**config.mk**
```make
export PLATFORM = sky130hd
export DESIGN_NAME = fpa_front
export DESIGN_NICKNAME = d
export VERILOG_FILES = /design/src/rtl/fpa_pkg.sv /design/src/rtl/fpa_front.sv
export SDC_FILE = /design/constraint.sdc
export NUM_CORES = 2
export LEC_CHECK = 0
export ABC_CLOCK_PERIOD_IN_PS = 9050
export BUFFER_PORTS_ARGS = -buffer_cell sky130_fd_sc_hd__buf_2
export CAP_MARGIN = 10
export CORE_MARGIN = 5
export CORE_UTILIZATION = 40
export CTS_CLUSTER_DIAMETER = 40
export DETAILED_ROUTE_END_ITERATION = 10
export GPL_ROUTABILITY_DRIVEN = 0
export PLACE_DENSITY = 0.67
export SYNTH_ARGS = -nofsm -noshare
export SYNTH_HDL_FRONTEND = slang
export SYNTH_SLANG_ARGS = --single-unit
```
**constraint.sdc**
```tcl
create_clock -name clk -period 9.05 [get_ports clk]
set_input_delay 0.905 -clock clk [delete_from_list [all_inputs] [get_ports clk]]
set_output_delay 0.905 -clock clk [all_outputs]
set_load 0.1 [all_outputs]
```
**src/rtl/fpa_pkg.sv**
```systemverilog
// Package with shared constants, operation codes and the result type for the Q24.8 ALU.
package fpa_pkg;

    localparam int DATA_W        = 32;
    localparam int FRAC_BITS_DEF = 8;
    localparam int KIND_W        = 4;

    localparam logic [KIND_W-1:0] OP_ADD = 4'd0;
    localparam logic [KIND_W-1:0] OP_SUB = 4'd1;
    localparam logic [KIND_W-1:0] OP_MUL = 4'd2;
    localparam logic [KIND_W-1:0] OP_DIV = 4'd3;
    localparam logic [KIND_W-1:0] OP_MIN = 4'd4;
    localparam logic [KIND_W-1:0] OP_MAX = 4'd5;
    localparam logic [KIND_W-1:0] OP_INC = 4'd6;
    localparam logic [KIND_W-1:0] OP_DEC = 4'd7;
    localparam logic [KIND_W-1:0] OP_INT = 4'd8;
    localparam logic [KIND_W-1:0] OP_CMP = 4'd9;

    typedef struct packed {
        logic [31:0] value;
        logic        less;
        logic        equal;
        logic        greater;
        logic        div_by_zero;
        logic        saturated;
    } fpa_res_t;

endpackage

```
**src/rtl/fpa_front.sv**
```systemverilog
// Front stage: simple operations, multiplier and divider operand set-up.
module fpa_front #(
    parameter int FRACTION_BITS = fpa_pkg::FRAC_BITS_DEF,
    parameter int NW = 32 + FRACTION_BITS
) (
    input  logic                          clk,
    input  logic                          adv,
    input  logic [fpa_pkg::KIND_W-1:0]    kind,
    input  logic signed [31:0]            operand_a,
    input  logic signed [31:0]            operand_b,
    output fpa_pkg::fpa_res_t             side_reg,
    output logic [NW-1:0]                 num_reg,
    output logic [31:0]                   den_reg,
    output logic                          neg_reg,
    output logic                          div_reg,
    output logic                          mul_reg,
    output logic signed [63:0]            prod_reg
);
    import fpa_pkg::*;

    fpa_res_t          side_next;
    logic signed [32:0] sum;
    logic [31:0]       mag_a;
    logic [31:0]       mag_b;
    logic [31:0]       tr;
    logic              lt;

    always_comb
    begin
        mag_a = operand_a[31] ? 32'(-operand_a) : operand_a;
        mag_b = operand_b[31] ? 32'(-operand_b) : operand_b;
        lt    = operand_a < operand_b;
        sum   = '0;
        side_next = '0;
        tr    = mag_a >> FRACTION_BITS;
        unique case (kind)
            OP_ADD, OP_SUB:
            begin
                sum = (kind == OP_ADD) ? 33'(operand_a) + 33'(operand_b)
                                       : 33'(operand_a) - 33'(operand_b);
                if (sum > 33'sd2147483647)
                begin
                    side_next.value = 32'h7fffffff; side_next.saturated = 1'b1;
                end
                else if (sum < -33'sd2147483648)
                begin
                    side_next.value = 32'h80000000; side_next.saturated = 1'b1;
                end
                else
                    side_next.value = sum[31:0];
            end
            OP_DIV: side_next.div_by_zero = (operand_b == 32'sd0);
            OP_MIN: side_next.value = (lt || operand_a == operand_b) ? operand_a : operand_b;
            OP_MAX: side_next.value = (!lt) ? operand_a : operand_b;
            OP_INC: side_next.value = operand_a + 32'sd1;
            OP_DEC: side_next.value = operand_a - 32'sd1;
            OP_INT: side_next.value = operand_a[31] ? -tr : tr;
            OP_CMP:
            begin
                side_next.less    = lt;
                side_next.equal   = operand_a == operand_b;
                side_next.greater = !lt && operand_a != operand_b;
            end
            default: side_next = '0;
        endcase
    end

    always_ff @(posedge clk)
    begin
        if (adv)
        begin
            side_reg <= side_next;
            num_reg  <= {mag_a, {FRACTION_BITS{1'b0}}};
            den_reg  <= mag_b;
            neg_reg  <= operand_a[31] ^ operand_b[31];
            div_reg  <= (kind == OP_DIV) && (operand_b != 32'sd0);
            mul_reg  <= (kind == OP_MUL);
            prod_reg <= operand_a * operand_b;
        end
    end
endmodule

```
==> results.toml <==
[floorplan]
die_x_um = 363
die_h_um = 363
dieArea_um2 = 132000
io-pin-count = 246
start_util = 0.403
coreArea_um2 = 124000
num_rows = 129

[sta]
hold_violations = 0
worstMarginPinSlew_ns = 1.02
finalSetupViolations = 0
fin_crit_ns = 8.81
rsz0062_at_grt = "no"
finalMaxSlewViolations = 0
hold_slack_ns = 0.790
finalCritPeriodShare = 0.973
fmax_mhz = 114
worst_slew_margin_rel = 0.303

[drt]
drt_iter0_drc = 3564
wirelength_mm = 158
vias = 39700
first_pass_iters = 8
wire_per_inst_um = 21.7
ant_nets = 0
drc = 0
via_per_inst = 5.45

[global_routing]
grt_usage = 0.244
grt_pass1_vias = 41300
grt_pass1_wl_mm = 246
grt_max_degree = 77
antenna_found_initial = 14
overflow = 0

[synth]
synth.largest_area_cell = "fa_1"
synth_seq_cells = 168
async_flop_share = 0
synth_area_leaders = "fa_1, edfxtp_1, inv_1"
yosysTopAreaCellShare = 0.436
netlist-cell-type-count = 82
synthCells = 5419
ys_warn_count = 0
syn_area_per_cell_um2 = 9.19
syn_area_um2 = 49800
synth_edf_count = 168
ys_seq_area_frac = 0.101
ys.flop_type = "edfxtp_1"

[worst_setup_path]
critPathMaxFanout = 15
critPathCaptureType = "flop"
path_class = "in -> reg"
required_ns = 9.35
critPathLaunchType = "input port"
crit_arrival_ns = 9.10

[cells_and_area]
instances_no_fill = 7288
layout_common_cells = "inv_1, fa_1, nand2_1, and2_1, ha_1"
drive_gt1_frac = 0.103
nets = 7067
area_growth_pct = 9.66
largest_reg_flops = 64
final_common_cell = "inv_1"
final_util = 0.442

[clock_network]
cts_sinks = 168
clk_path_buf_depth = 2
cts_tree = "done"
cts_buffers = 17
clkTransAtPathRegs_ns = 0.07
postCtsSetupBuffers = 0
cts_max_level = 4
cts-root-buf = "clkbuf_16"

[worst_hold_path]
holdPathEnd = "mul_reg"
min_from = "kind[0]"
hold_class = "in -> reg"
whs_path_depth = 2

[outcome]
status = "finished, final reports clean"

[place]
io_buffers = 237
hpwlAfterDp_mm = 132
placedCellCount = 7248

[run]
max_cap_violations = 0
worst max path at each step:
stage,startpoint,end,depth (start not counted)
6_report,operand_a[15],prod_reg[52],26
5_1_grt,operand_a[15],prod_reg[62],26
4_1_cts,operand_a[16],prod_reg[61],27
3_5_place_dp,operand_a[16],prod_reg[61],27
3_3_place_gp,operand_a[16],prod_reg[61],27
2_1_floorplan,operand_a[31],prod_reg[62],28
what timing repair did:
item / 4_1_cts / 5_1_grt
endpoints found under the setup margin: 0 / 1
hold buffers: 0 / 0
resized for setup: 0 / 3
critical path, cell delays in order:
cell and delay, ns:
buf_2 0.28, buf_4 0.31, ha_1 0.46, fa_1 0.51, fa_1 0.51, inv_1 0.05, fa_1 0.47, inv_1 0.05
fa_1 0.48, fa_1 0.60, fa_1 0.44, fa_1 0.54, fa_1 0.43, ha_1 0.23, a21oi_1 0.20, o21ai_0 0.18
o41ai_1 0.71, buf_4 0.24, o21a_1 0.19, nor3_1 0.08, a2111o_1 0.36, o21ai_0 0.24, buf_4 0.18, a31oi_1 0.13
buf_4 0.17, xor2_1 0.14
cells by family (layout without fill, tap and decap cells):
family	after synthesis	count (layout)	synth area share
buf+inv	1429	1646	0.109
fa+ha+maj	1367	1367	0.507
simple gates	1567	1567	0.155
flops	168	168	0.101
xor+xnor	194	194	0.0341
other cells	1	16	0.0000753
compound gates	661	661	0.0875
mux	32	32	0.00648
cell usage after synthesis (23+ instances only):
master,number
inv_1,1103
fa_1,1085
o31ai_1,30
mux2i_1,30
o21ai_0,136
buf_1,23
a21o_1,37
a211oi_1,30
nand2b_1,29
clkbuf_1,289
nand4_1,28
o22ai_1,27
nor3_1,58
nand3_1,42
nand2_1,618
and2_1,436
xnor2_1,148
edfxtp_1,168
a21oi_1,180
ha_1,282
nor2_1,215
xor2_1,46
per-layer routing:
layer | routed length [um] | share of wire | up-vias | track usage
li1 | - | - | 17200 | -
met1 | 59900 | 0.38 | 20000 | 0.316
met2 | 72900 | 0.46 | 2079 | 0.382
met3 | 16000 | 0.10 | 422 | 0.0600
met4 | 9320 | 0.059 | 6 | 0.121
met5 | 38 | 0.00024 | - | 0
stage by stage:
step | area, um2 | TNS [ns] | worst slack (ns)
floorplan | 49900 | 0 | 0.0559
global placement | 54000 | -0.603 | -0.161
detailed placement | 54000 | -0.782 | -0.208
CTS | 54600 | 0 | 0.338
global route | 54600 | 0 | 0.0451
finish | 54600 | 0 | 0.241
area by class of cell:
| class | instances | area (um2) |
|---|---|---|
| Clock buffer | 18 | 429 |
| Fill cell | 11900 | 69000 |
| Timing Repair Buffer | 508 | 3310 |
| Sequential cell | 168 | 5040 |
| Multi-Input combinational cell | 3829 | 39400 |
| Tap cell | 1637 | 2050 |
| Inverter | 1106 | 4150 |
| Antenna cell | 8 | 20.0 |
| Clock inverter | 14 | 183 |
Power is not shown: default switching activity piles up to over one toggle a cycle in this logic, so the estimate is an artifact.
