[config.mk]
export PLATFORM = sky130hd
export DESIGN_NAME = fpa_div_cell
export DESIGN_NICKNAME = d
export VERILOG_FILES = /design/src/rtl/fpa_pkg.sv /design/src/rtl/fpa_div_cell.sv
export SDC_FILE = /design/constraint.sdc
export NUM_CORES = 1
export LEC_CHECK = 0
export BUFFER_PORTS_ARGS = -buffer_cell sky130_fd_sc_hd__buf_4
export CORE_AREA = 2 2 156 158
export DETAILED_ROUTE_END_ITERATION = 6
export DIE_AREA = 0 0 158 160
export GPL_TIMING_DRIVEN = 0
export HOLD_SLACK_MARGIN = 0.06
export SLEW_MARGIN = 10
export SYNTH_ARGS = -nofsm -noshare
export SYNTH_HDL_FRONTEND = slang
export SYNTH_SLANG_ARGS = --single-unit
[constraint.sdc]
create_clock -name clk -period 3.2 [get_ports clk]
set_clock_uncertainty 0.15 [all_clocks]
set_input_delay 0.16 -clock clk [delete_from_list [all_inputs] [get_ports clk]]
set_output_delay 0.16 -clock clk [all_outputs]
set_load 0.005 [all_outputs]
[src/rtl/fpa_pkg.sv]
// Package with shared constants, operation codes and the result type for the Q24.8 ALU.
package fpa_pkg;

    localparam int DATA_W        = 32;
    localparam int FRAC_BITS_DEF = 8;
    localparam int KIND_W        = 4;

    localparam logic [KIND_W-1:0] OP_ADD = 4'd0;
    localparam logic [KIND_W-1:0] OP_SUB = 4'd1;
    localparam logic [KIND_W-1:0] OP_MUL = 4'd2;
    localparam logic [KIND_W-1:0] OP_DIV = 4'd3;
    localparam logic [KIND_W-1:0] OP_MIN = 4'd4;
    localparam logic [KIND_W-1:0] OP_MAX = 4'd5;
    localparam logic [KIND_W-1:0] OP_INC = 4'd6;
    localparam logic [KIND_W-1:0] OP_DEC = 4'd7;
    localparam logic [KIND_W-1:0] OP_INT = 4'd8;
    localparam logic [KIND_W-1:0] OP_CMP = 4'd9;

    typedef struct packed {
        logic [31:0] value;
        logic        less;
        logic        equal;
        logic        greater;
        logic        div_by_zero;
        logic        saturated;
    } fpa_res_t;

endpackage

[src/rtl/fpa_div_cell.sv]
// One restoring division cell: develops one quotient bit and passes the rest on.
module fpa_div_cell #(
    parameter int NW = 48,
    parameter int DW = 32,
    parameter int BIT = 0
) (
    input  logic          clk,
    input  logic          adv,
    input  logic [NW-1:0] num_in,
    input  logic [DW:0]   rem_in,
    input  logic [DW-1:0] den_in,
    input  logic [NW-1:0] quo_in,
    input  fpa_pkg::fpa_res_t side_in,
    input  logic          neg_in,
    input  logic          div_in,
    output logic [NW-1:0] num_out,
    output logic [DW:0]   rem_out,
    output logic [DW-1:0] den_out,
    output logic [NW-1:0] quo_out,
    output fpa_pkg::fpa_res_t side_out,
    output logic          neg_out,
    output logic          div_out
);
    import fpa_pkg::*;

    logic [DW+1:0] trial;
    logic [DW+1:0] diff;
    logic          fits;
    logic [DW:0]   rem_next;
    logic [NW-1:0] quo_next;

    always_comb
    begin
        trial    = {rem_in, num_in[BIT]};
        diff     = trial - {2'b00, den_in};
        fits     = !diff[DW+1];
        rem_next = fits ? diff[DW:0] : trial[DW:0];
        quo_next = quo_in;
        quo_next[BIT] = fits;
    end

    always_ff @(posedge clk)
    begin
        if (adv)
        begin
            num_out  <= num_in;
            rem_out  <= rem_next;
            den_out  <= den_in;
            quo_out  <= quo_next;
            side_out <= side_in;
            neg_out  <= neg_in;
            div_out  <= div_in;
        end
    end
endmodule

==> metrics.json, run 1 <==
{
  "floorplan": {
    "die_area_um2": 25280,
    "ios": 402,
    "start_util": 0.3489,
    "floorplan.die.height_um": 160,
    "core.rowCount": 57,
    "die_w_um": 158,
    "core-area_um2": 23820
  },
  "global_route": {
    "grt_use_total": 0.2112,
    "grt_antenna_before_repair": 3,
    "first_global_vias": 6896,
    "grt_pass1_wl_mm": 39.91,
    "grt.overflow.total": 0,
    "largest_net_degree_at_the_start_of_global_routing": 73
  },
  "worst_hold_path": {
    "worstHoldPathCells": 3,
    "min-delay-path-class": "in -> reg"
  },
  "cts": {
    "cts_sinks": 200,
    "clk_path_buf_depth": 2,
    "clock_tree_from_tritoncts": "built",
    "clkSlewWorstSetupHoldPaths_ns": 0.08,
    "clock-root-buffer": "sky130_fd_sc_hd__clkbuf_16",
    "htreeDepth": 4,
    "cts-buffers-inserted": 17
  },
  "setup_path": {
    "worstPathCellList": "dlygate4sd3_1, buf_4, ha_1, clkbuf_1, a211oi_1, o21ai_1, a22o_4, or2_1, buf_6, inv_6, buf_8, mux2_4",
    "critical_path.max_stage_delay_ns": 0.54,
    "critical_path.n_buffers_inverters": 6,
    "path_delay_family": "buffers and inverters",
    "worst_setup_end_kind": "flop",
    "worst-path-max-fanout": 10,
    "crit_path_top_delay_cell": "sky130_fd_sc_hd__dlygate4sd3_1",
    "cp.depth": 12,
    "arrival_ns": 3.09,
    "cp-start-kind": "input port",
    "cp.required_ns": 3.24,
    "critPathKind": "in -> reg"
  },
  "finish": {
    "post_route_cells_drive_above_1_share": 0.4181,
    "fin_util": 0.6055,
    "num-nets-final": 1359,
    "layout.cells.most_common_list": "sky130_fd_sc_hd__buf_4, sky130_fd_sc_hd__edfxtp_1, sky130_fd_sc_hd__dlygate4sd3_1, sky130_fd_sc_hd__inv_1, sky130_fd_sc_hd__ha_1",
    "final_instance_area_um2": 14420,
    "fill_cells": 1886,
    "final_common_cell": "sky130_fd_sc_hd__buf_4",
    "areaGrowthSynthToFinish_pct": 73.56
  },
  "power_and_ir_drop": {
    "power_w": 0.006846,
    "power_leakage_nw": 6.236,
    "power.share.clock": 0.317,
    "power.ir.vdd_worst_mv": 0.3718,
    "switchingPower_w": 0.001776,
    "power_report.internal_total_w": 0.005070,
    "power_density_nw_per_um2": 474.6,
    "switching_share": 0.2594,
    "combinational_group_share_of_total_power": 0.211,
    "seq_power_share": 0.472
  },
  "timing": {
    "setup-violations-final": 0,
    "timing_worst_slew_pin_value_ns": 0.4908,
    "relSlewSlack": 0.6728,
    "hold_violations": 0,
    "timing_max_transition_violations_final": 0,
    "rsz0062_at_grt": "no",
    "timing.final.crit_share": 0.9548,
    "finalSetupTns_ns": 0,
    "period_needed_ns": 3.055,
    "clock.fmax_mhz": 327.3
  },
  "synth": {
    "syn-num-nets": 736,
    "synth_top_area_cell": "sky130_fd_sc_hd__edfxtp_1",
    "yosys.area.top_type_share": 0.7227,
    "synthArstFlopShare": 0,
    "yosys_warning_count": 0,
    "synth_flop_cell": "sky130_fd_sc_hd__edfxtp_1",
    "number_of_synthesized_flops_with_an_enable_pin": 200,
    "syn_area_um2": 8310,
    "synth_cell_types": 58,
    "postSynthRegisterBits": 200,
    "seq_area_frac_synth": 0.7227,
    "synth.avg_cell_area_um2": 16.59,
    "ys_top_cells_by_area": "sky130_fd_sc_hd__edfxtp_1, sky130_fd_sc_hd__ha_1, sky130_fd_sc_hd__mux2_4",
    "netlist_instances": 501
  },
  "routing": {
    "drt_drc_violations_left": 0,
    "drt_wl_total_mm": 27.49,
    "drtIter0Drc": 354,
    "postRouteAntennaNets": 0,
    "dr_total_vias": 6676,
    "detailedRoute.firstPassIterationCount": 4,
    "drt-vias-per-instance": 4.563,
    "wl_per_cell_um": 18.79
  },
  "placed_design": {
    "routabilityCongestion": 0.7526,
    "dpl_cell_area_um2": 11780,
    "io_buffer_count": 400,
    "estimated_wirelength_of_the_detail_placed_design_mm": 18.86
  },
  "run_status": {
    "status": "finished, final reports clean"
  },
  "run": {
    "cap_viol_max_count": 0
  }
}
-- final timing paths --
| kind | from | to |
|---|---|---|
| hold / removal | den_in[0] | rem_out[0]$_DFFE_PP_ |
| setup / recovery | rem_in[28] | rem_out[27]$_DFFE_PP_ |
-- logic make-up after synthesis --
group,synth area share
AOI/OAI and AO/OA,0.09079
xor gates and xnor gates,0.02740
adders and majority gates,0.05059
buffers and inverters,0.02755
DFF,0.7227
muxes,0.04231
and+or+nand+nor,0.03869
-- state kept, by name (all words and copies together), names as in the netlist --
register and count:
den_out 32, div_out 1, side_out 37, quo_out 48
neg_out 1, rem_out 33, num_out 48
-- Yosys cell counts (2+ instances only) --
master,instances
sky130_fd_sc_hd__a2111oi_0,2
sky130_fd_sc_hd__a211oi_1,4
sky130_fd_sc_hd__a21o_1,15
sky130_fd_sc_hd__a21oi_1,20
sky130_fd_sc_hd__a21oi_2,3
sky130_fd_sc_hd__a221o_1,3
sky130_fd_sc_hd__a31oi_1,5
sky130_fd_sc_hd__and3_1,5
sky130_fd_sc_hd__and4_1,2
sky130_fd_sc_hd__buf_2,2
sky130_fd_sc_hd__buf_8,2
sky130_fd_sc_hd__clkbuf_1,3
sky130_fd_sc_hd__edfxtp_1,200
sky130_fd_sc_hd__ha_1,32
sky130_fd_sc_hd__inv_1,42
sky130_fd_sc_hd__mux2_1,5
sky130_fd_sc_hd__mux2_4,19
sky130_fd_sc_hd__nand2_1,11
sky130_fd_sc_hd__nand2b_1,5
sky130_fd_sc_hd__nand3_1,5
sky130_fd_sc_hd__nand4_1,3
sky130_fd_sc_hd__nor2_1,11
sky130_fd_sc_hd__nor2b_1,5
sky130_fd_sc_hd__nor3_1,7
sky130_fd_sc_hd__o211ai_1,2
sky130_fd_sc_hd__o21a_1,4
sky130_fd_sc_hd__o21ai_0,24
sky130_fd_sc_hd__o21ai_1,3
sky130_fd_sc_hd__o21bai_1,2
sky130_fd_sc_hd__o31ai_1,3
sky130_fd_sc_hd__xnor2_1,18
sky130_fd_sc_hd__xor2_1,8
-- repair_timing --
action | CTS | global route
resized for setup | 0 | 4
endpoints found under the setup margin | 0 | 20
buffers inserted | 0 | 3
hold endpoints to repair | 261 | 0
hold buffers | 199 | 0
-- metal layers --
metal,up-vias,routed length (µm),global-route usage
met1,3221,10780,0.2443
met5,-,0,0
li1,3175,-,-
met3,40,1884,0.05889
met4,0,770,0.07166
met2,240,14050,0.3737
-- power by group through the flow --
stage | logic, W | clock network [W] | registers [W]
global placement | 0.00120 | 0 | 0.00328
finish | 0.00144 | 0.00217 | 0.00323
global route | 0.00155 | 0.00232 | 0.00325
detailed placement | 0.00122 | 0 | 0.00328
CTS | 0.00144 | 0.00223 | 0.00322
floorplan | 0.000440 | 0 | 0.00332
-- metrics by stage --
stage | hold WS (ns) | std cells | setup slack, ns
final | 0.07770 | 1463 | 0.1447
after detailed placement | 0.1893 | 1227 | -0.4144
after CTS | 0.06289 | 1457 | 0.03526
after global placement | 0.1883 | 1225 | -0.4135
after global routing | 0.07319 | 1463 | 0.005225
after floorplan | 0.1089 | 501 | 0.2568
-- cell type report --
type                       instances  area [µm²]  area share
sequential                       200        6006      0.4164
clock buffer                      17       425.4     0.02949
multi-input combinational        250        2093      0.1451
timing repair buffer             604        5080      0.3522
tap                              324       405.4     0.02811
clock inverter                    14       177.7     0.01232
antenna                            3       7.507   0.0005205
inverter                          43       166.4     0.01154
buffer                             8       62.56    0.004337
(Power assumes the default switching activity.)
==> inputs of run 2 (changes only) <==
==> constraint.sdc (replaced) <==
create_clock -name clk -period 3.5 [get_ports clk]
set_clock_uncertainty 0.15 [all_clocks]
set_input_delay 0.525 -clock clk [delete_from_list [all_inputs] [get_ports clk]]
set_output_delay 0.525 -clock clk [all_outputs]
set_load 0.005 [all_outputs]
==> run 2 against run 1 <==
Combinational power decreased by 22%. Cell count shrank 14%. Core utilization down 8.4 points. Critical path depth grew 2. Critical path type unchanged. Highest routed layer unchanged.
==> metrics.json, run 2 (same netlist as run 1, synthesis figures left out) <==
{
  "power_and_ir_drop": {
    "power": {"value": 0.006044, "unit": "W", "change": "-12%"},
    "power.share.clock": {"value": 0.328, "change": "+0.011"},
    "power_leakage": {"value": 5.400, "unit": "nW", "change": "-13%"},
    "switchingPower": {"value": 0.001555, "unit": "W", "change": "-12%"},
    "power_report.internal_total": {"value": 0.004489, "unit": "W", "change": "-11%"},
    "power_density": {"value": 486.4, "unit": "nW/µm²", "change": "+2.5%"},
    "switching_share": {"value": 0.2573, "change": "-0.002094"},
    "seq_power_share": {"value": 0.487, "change": "+0.015"},
    "power.ir.vdd_worst": {"value": 0.3351, "unit": "mV", "change": "-9.9%"},
    "combinational_group_share_of_total_power": {"value": 0.185, "change": "-0.026"}
  },
  "floorplan": {
    "die_area": {"value": 25280, "unit": "µm²", "change": "unchanged"},
    "core.rowCount": {"value": 57, "change": "unchanged"},
    "ios": {"value": 402, "change": "unchanged"},
    "floorplan.die.height": {"value": 160, "unit": "µm", "change": "unchanged"},
    "core-area": {"value": 23820, "unit": "µm²", "change": "unchanged"},
    "start_util": {"value": 0.3489, "change": "unchanged"},
    "die_w": {"value": 158, "unit": "µm", "change": "unchanged"}
  },
  "placed_design": {
    "dp_cells": {"value": 1227, "change": "unchanged"},
    "io_buffer_count": {"value": 400, "change": "unchanged"},
    "estimated_wirelength_of_the_detail_placed_design": {"value": 18.86, "unit": "mm", "change": "unchanged"},
    "pre_cts_ws": {"value": -0.4794, "unit": "ns", "change": "-0.06500 ns"},
    "routabilityCongestion": {"value": 0.7526, "change": "unchanged"}
  },
  "timing": {
    "relSlewSlack": {"value": 0.6437, "change": "-0.02907"},
    "timing_max_transition_violations_final": {"value": 0, "change": "unchanged"},
    "hold_violations": {"value": 0, "change": "unchanged"},
    "setup_slack": {"value": 0.1523, "unit": "ns", "change": "+0.007583 ns"},
    "period_needed_ns": 3.348,
    "setup-violations-final": {"value": 0, "change": "unchanged"},
    "rsz0062_at_grt": "no",
    "clock.fmax_mhz": 298.7,
    "timing_worst_slew_pin_value": {"value": 0.5288, "unit": "ns", "change": "+0.03802 ns"},
    "finalSetupTns": {"value": 0, "unit": "ns", "change": "unchanged"},
    "timing.final.crit_share": 0.9565,
    "timing.hold.ws": {"value": 0.1136, "unit": "ns", "change": "+0.03586 ns"}
  },
  "global_route": {
    "grt.overflow.total": {"value": 0, "change": "unchanged"},
    "grt_antenna_before_repair": {"value": 0, "change": "-3"},
    "grt_pass1_wl": {"value": 34.81, "unit": "mm", "change": "-13%"},
    "first_global_vias": {"value": 5737, "change": "-17%"},
    "largest_net_degree_at_the_start_of_global_routing": {"value": 73, "change": "unchanged"},
    "grt_use_total": {"value": 0.1860, "change": "-0.02512"}
  },
  "setup_path": {
    "worstPathCellList": "buf_4, ha_1, a21o_1, a21oi_2, a21oi_2, o211ai_2, o2111a_2, nor2_4, a22o_4, or2_1, buf_6, inv_6, buf_8, mux2_4",
    "path_delay_family": "compound AO/OA/AOI/OAI gates",
    "path_common_cell": "sky130_fd_sc_hd__a21oi_2",
    "cp.required": {"value": 3.54, "unit": "ns", "change": "+0.30 ns"},
    "critical_path.max_stage_delay": {"value": 0.37, "unit": "ns", "change": "-0.17 ns"},
    "arrival": {"value": 3.38, "unit": "ns", "change": "+0.29 ns"},
    "crit_path_start": "rem_in[2]",
    "worst-path-max-fanout": {"value": 10, "change": "unchanged"},
    "worst_setup_end_kind": "flop",
    "critPathKind": "in -> reg",
    "cp-start-kind": "input port",
    "crit_path_top_delay_cell": "sky130_fd_sc_hd__ha_1",
    "critical_path.n_buffers_inverters": {"value": 4, "change": "-2"}
  },
  "finish": {
    "layout.cells.non_filler": {"value": 1260, "change": "-14%"},
    "num_antenna_cells": {"value": 0, "change": "-3"},
    "post_route_cells_drive_above_1_share": {"value": 0.5085, "change": "+0.09041"},
    "layout.cells.most_common_list": "sky130_fd_sc_hd__buf_4, sky130_fd_sc_hd__edfxtp_1, sky130_fd_sc_hd__inv_1, sky130_fd_sc_hd__ha_1, sky130_fd_sc_hd__o21ai_0",
    "largest_registers": "num_out (48), quo_out (48), side_out (37)",
    "areaGrowthSynthToFinish_pct": 49.53,
    "fill_cells": {"value": 2108, "change": "+12%"},
    "num-nets-final": {"value": 1159, "change": "-15%"},
    "final_common_cell": "sky130_fd_sc_hd__buf_4"
  },
  "routing": {
    "drt_drc_violations_left": {"value": 0, "change": "unchanged"},
    "drt_wl_total": {"value": 24.19, "unit": "mm", "change": "-12%"},
    "dr_total_vias": {"value": 5783, "change": "-13%"},
    "wl_per_cell": {"value": 19.20, "unit": "µm", "change": "+2.2%"},
    "drtIter0Drc": {"value": 269, "change": "-24%"},
    "detailedRoute.firstPassIterationCount": {"value": 5, "change": "+1"},
    "postRouteAntennaNets": {"value": 0, "change": "unchanged"},
    "drt-vias-per-instance": {"value": 4.590, "change": "+0.58%"}
  },
  "cts": {
    "clkSlewWorstSetupHoldPaths": {"value": 0.09, "unit": "ns", "change": "about the same"},
    "cts-buffers-inserted": {"value": 17, "change": "unchanged"},
    "clock-root-buffer": "sky130_fd_sc_hd__clkbuf_16",
    "hold_buffers_post_cts": {"value": 0, "change": "-100%"},
    "cts_sinks": {"value": 200, "change": "unchanged"},
    "clk_path_buf_depth": {"value": 2, "change": "unchanged"},
    "clock_tree_from_tritoncts": "built",
    "htreeDepth": {"value": 4, "change": "unchanged"}
  },
  "worst_hold_path": {
    "hold_path.startpoint": "side_in[14]",
    "min-delay-path-class": "in -> reg"
  },
  "run_status": {
    "status": "finished, final reports clean"
  },
  "run": {
    "cap_viol_max_count": {"value": 0, "change": "unchanged"}
  }
}
## run 2: changes by cell type in the layout (fill, tap and decap cells not counted), sizes merged
| cell | before | now |
|---|---|---|
| diode | 3 | 0 |
| buf | 410 | 409 |
| dlygate4sd3 | 199 | 0 |
## run 2: final timing paths
path | to | slack [ns] | cells after the start
hold / removal | side_out[14]$_DFFE_PP_ | 0.11 | 1
setup / recovery | rem_out[27]$_DFFE_PP_ | 0.15 | 14
## run 2: area by class of cell
cell class	instances	area, µm²	share of cell area
Sequential cell	200	6006	0.4833
Timing Repair Buffer	404	3080	0.2479
Multi-Input combinational cell	250	2103	0.1693
Clock buffer	17	425.4	0.03423
Tap cell	324	405.4	0.03262
Clock inverter	14	177.7	0.01430
Inverter	43	166.4	0.01339
Buffer	8	62.56	0.005034
## run 2: power groups by stage
stage	combinational, W	sequential, W	clock [W]
after floorplan	0.000403	0.00303	0
after global placement	0.00110	0.00300	0
after detailed placement	0.00112	0.00300	0
after CTS	0.00113	0.00295	0.00204
after global routing	0.00121	0.00297	0.00212
final	0.00112	0.00295	0.00198
## run 2: repair_timing
action / CTS / global route
setup endpoints to repair: 18 / 19
buffers inserted: 1 / 1
gates resized for setup: 1 / 4
gates cloned: 0 / 0
pin swaps: 1 / 1
## run 2: layer usage
layer / vias to the layer above / track usage / share of wire
met5: - / 0 / 0
met4: 0 / 0.05201 / 0.018
met3: 25 / 0.06513 / 0.090
met2: 219 / 0.3275 / 0.51
met1: 2770 / 0.2129 / 0.38
li1: 2769 / - / -
## run 2: through the flow
stage | util | instance area [µm²]
3_5_place_dp | 0.4946 | 11780
2_1_floorplan | - | 8310
4_1_cts | 0.5206 | 12400
3_3_place_gp | 0.4920 | 11720
5_1_grt | 0.5217 | 12430
6_report | 0.5217 | 12430
==> inputs of run 3 (changes only) <==
GPL_TIMING_DRIVEN = unset   (was 0)
==> run 3 against run 2 <==
Wire length fell by 0.29%. Core utilization up 0.80 points. Die area did not move. Cell count increased by 2.3%. First-iteration DRC count shrank 3.7%. Combinational power about the same. Non-clock buffer count grew 28. Fmax increased by 3.8%.
==> metrics.json, run 3 (same netlist as run 1, synthesis figures left out) <==
{
  "setup_path": {
    "critical_path.n_buffers_inverters": {"value": 4, "change": "unchanged"},
    "crit_path_top_delay_cell": "sky130_fd_sc_hd__o41ai_1",
    "arrival": {"value": 3.27, "unit": "ns", "change": "-0.11 ns"},
    "worst-path-max-fanout": {"value": 8, "change": "-2"},
    "cp.required": {"value": 3.55, "unit": "ns", "change": "about the same"},
    "critPathKind": "in -> reg",
    "cp-start-kind": "input port",
    "crit_path_start": "den_in[1]",
    "path_common_cell": "sky130_fd_sc_hd__buf_4",
    "critical_path.max_stage_delay": {"value": 0.42, "unit": "ns", "change": "+0.05 ns"},
    "worst_setup_end_kind": "flop",
    "worstPathCellList": "buf_4, inv_1, ha_1, nor2b_1, o2111ai_1, buf_4, a21oi_2, o211ai_2, o2111a_2, nor2_4, a211oi_4, or2_1, buf_4, o41ai_1",
    "path_delay_family": "compound AO/OA/AOI/OAI gates"
  },
  "timing": {
    "relSlewSlack": {"value": 0.6245, "change": "-0.01917"},
    "timing.final.crit_share": {"value": 0.9215, "change": "-0.03495"},
    "hold_violations": {"value": 0, "change": "unchanged"},
    "setup-violations-final": {"value": 0, "change": "unchanged"},
    "timing_worst_slew_pin_value": {"value": 0.5632, "unit": "ns", "change": "+0.03434 ns"},
    "clock.fmax": {"value": 310.0, "unit": "MHz", "change": "+3.8%"},
    "period_needed": {"value": 3.225, "unit": "ns", "change": "-0.1223 ns"},
    "finalSetupTns": {"value": 0, "unit": "ns", "change": "unchanged"},
    "rsz0062_at_grt": "no",
    "timing_max_transition_violations_final": {"value": 0, "change": "unchanged"}
  },
  "floorplan": {
    "core.rowCount": {"value": 57, "change": "unchanged"},
    "floorplan.die.height": {"value": 160, "unit": "µm", "change": "unchanged"},
    "die_area": {"value": 25280, "unit": "µm²", "change": "unchanged"},
    "start_util": {"value": 0.3489, "change": "unchanged"},
    "die_w": {"value": 158, "unit": "µm", "change": "unchanged"},
    "ios": {"value": 402, "change": "unchanged"},
    "core-area": {"value": 23820, "unit": "µm²", "change": "unchanged"}
  },
  "finish": {
    "fill_cells": {"value": 2098, "change": "-0.47%"},
    "areaGrowthSynthToFinish_pct": 51.84,
    "fin_util": {"value": 0.5297, "change": "+0.008037"},
    "multi_input_area": {"value": 2079, "unit": "µm²", "change": "-1.1%"},
    "post_route_cells_drive_above_1_share": {"value": 0.5223, "change": "+0.01373"},
    "final_common_cell": "sky130_fd_sc_hd__buf_4",
    "largest_registers": "num_out (48), quo_out (48), side_out (37)",
    "num_antenna_cells": {"value": 0, "change": "unchanged"},
    "regArea": {"value": 6006, "unit": "µm²", "change": "unchanged"},
    "layout.cells.most_common_list": "sky130_fd_sc_hd__buf_4, sky130_fd_sc_hd__edfxtp_1, sky130_fd_sc_hd__inv_1, sky130_fd_sc_hd__ha_1, sky130_fd_sc_hd__o21ai_0",
    "num-nets-final": {"value": 1187, "change": "+2.4%"}
  },
  "cts": {
    "clock-root-buffer": "sky130_fd_sc_hd__clkbuf_16",
    "cts-buffers-inserted": {"value": 17, "change": "unchanged"},
    "clock_tree_from_tritoncts": "built",
    "hold_buffers_post_cts": {"value": 0, "change": "unchanged"},
    "post-cts-setup-buffers": {"value": 0, "change": "-1"},
    "clk_path_buf_depth": {"value": 2, "change": "unchanged"},
    "clkSlewWorstSetupHoldPaths": {"value": 0.09, "unit": "ns", "change": "about the same"},
    "cts_sinks": {"value": 200, "change": "unchanged"},
    "cts-resized-gates": {"value": 0, "change": "-1"},
    "htreeDepth": {"value": 4, "change": "unchanged"}
  },
  "routing": {
    "dr_total_vias": {"value": 5881, "change": "+1.7%"},
    "wl_per_cell": {"value": 18.71, "unit": "µm", "change": "-2.5%"},
    "drt_drc_violations_left": {"value": 0, "change": "unchanged"},
    "postRouteAntennaNets": {"value": 0, "change": "unchanged"},
    "drt_wl_total": {"value": 24.12, "unit": "mm", "change": "-0.29%"},
    "drt-vias-per-instance": {"value": 4.562, "change": "-0.59%"},
    "drtIter0Drc": {"value": 259, "change": "-3.7%"},
    "detailedRoute.firstPassIterationCount": {"value": 4, "change": "-1"}
  },
  "worst_hold_path": {
    "hold_path.startpoint": "side_in[5]",
    "min-delay-path-class": "in -> reg"
  },
  "global_route": {
    "grt_pass1_wl": {"value": 34.73, "unit": "mm", "change": "-0.22%"},
    "grt_antenna_before_repair": {"value": 1, "change": "+1"},
    "grt.overflow.total": {"value": 0, "change": "unchanged"},
    "first_global_vias": {"value": 5803, "change": "+1.2%"},
    "grt_use_total": {"value": 0.1857, "change": "-0.0003013"},
    "largest_net_degree_at_the_start_of_global_routing": {"value": 64, "change": "-12%"}
  },
  "placed_design": {
    "estimated_wirelength_of_the_detail_placed_design": {"value": 19.13, "unit": "mm", "change": "+1.4%"},
    "routabilityCongestion": {"value": 0.7898, "change": "+4.9%"},
    "io_buffer_count": {"value": 400, "change": "unchanged"}
  },
  "run": {
    "cap_viol_max_count": {"value": 0, "change": "unchanged"}
  },
  "power_and_ir_drop": {
    "power.ir.vdd_worst": {"value": 0.2644, "unit": "mV", "change": "-21%"},
    "power_density": {"value": 483.7, "unit": "nW/µm²", "change": "-0.56%"},
    "power_leakage": {"value": 5.544, "unit": "nW", "change": "+2.7%"}
  },
  "run_status": {
    "status": "finished, final reports clean"
  }
}
==> run 3: changes by cell type in the layout (fill, tap and decap cells not counted), moves of 2 or more <==
cell                       before  now
sky130_fd_sc_hd__clkinv_4       2    0
sky130_fd_sc_hd__buf_12         0    3
sky130_fd_sc_hd__buf_16         2    0
sky130_fd_sc_hd__buf_8          3    0
sky130_fd_sc_hd__buf_2          2    0
sky130_fd_sc_hd__buf_4        401  436
sky130_fd_sc_hd__clkbuf_1       3    1
==> run 3: per-stage QoR <==
| stage | hold slack (ns) | cell area, µm² | power (W) | setup slack, ns | instances |
|---|---|---|---|---|---|
| global placement | 0.5529 | 12000 | 0.004154 | -0.1589 | 1257 |
| detailed placement | 0.5542 | 12000 | 0.004170 | -0.2031 | 1257 |
| CTS | 0.09243 | 12610 | 0.006182 | 0.2462 | 1289 |
| floorplan | 0.4739 | 8310 | 0.003434 | 0.1918 | 501 |
| finish | 0.1147 | 12620 | 0.006103 | 0.2746 | 1289 |
| global route | 0.08441 | 12620 | 0.006374 | 0.07839 | 1289 |
==> run 3: worst paths after layout <==
kind / slack [ns] / cells past startpoint / to
max: 0.27 / 14 / rem_out[31]$_DFFE_PP_
min: 0.11 / 1 / side_out[5]$_DFFE_PP_
==> run 3: layout make-up <==
class                      count  share of cell area
clock inverter                14             0.01468
multi-input combinational    250              0.1648
sequential                   200              0.4760
clock buffer                  18             0.03401
timing repair buffer         440              0.2652
tap                          324             0.03213
inverter                      43             0.01319
==> run 3: power breakdown <==
part | leakage, nW | switching, W | internal [W]
clock network | 0.295 | 0.00102 | 0.000984
logic | 3.29 | 0.000490 | 0.000665
registers | 1.96 | 0.0000582 | 0.00289
total | 5.54 | 0.00156 | 0.00454
==> run 3: layer usage <==
metal	GRT usage	vias to the layer above	routed length, µm
met4	0.05610	2	506
li1	-	2827	-
met1	0.2110	2817	9076
met2	0.3257	208	12310
met5	0	-	10
met3	0.06649	27	2220
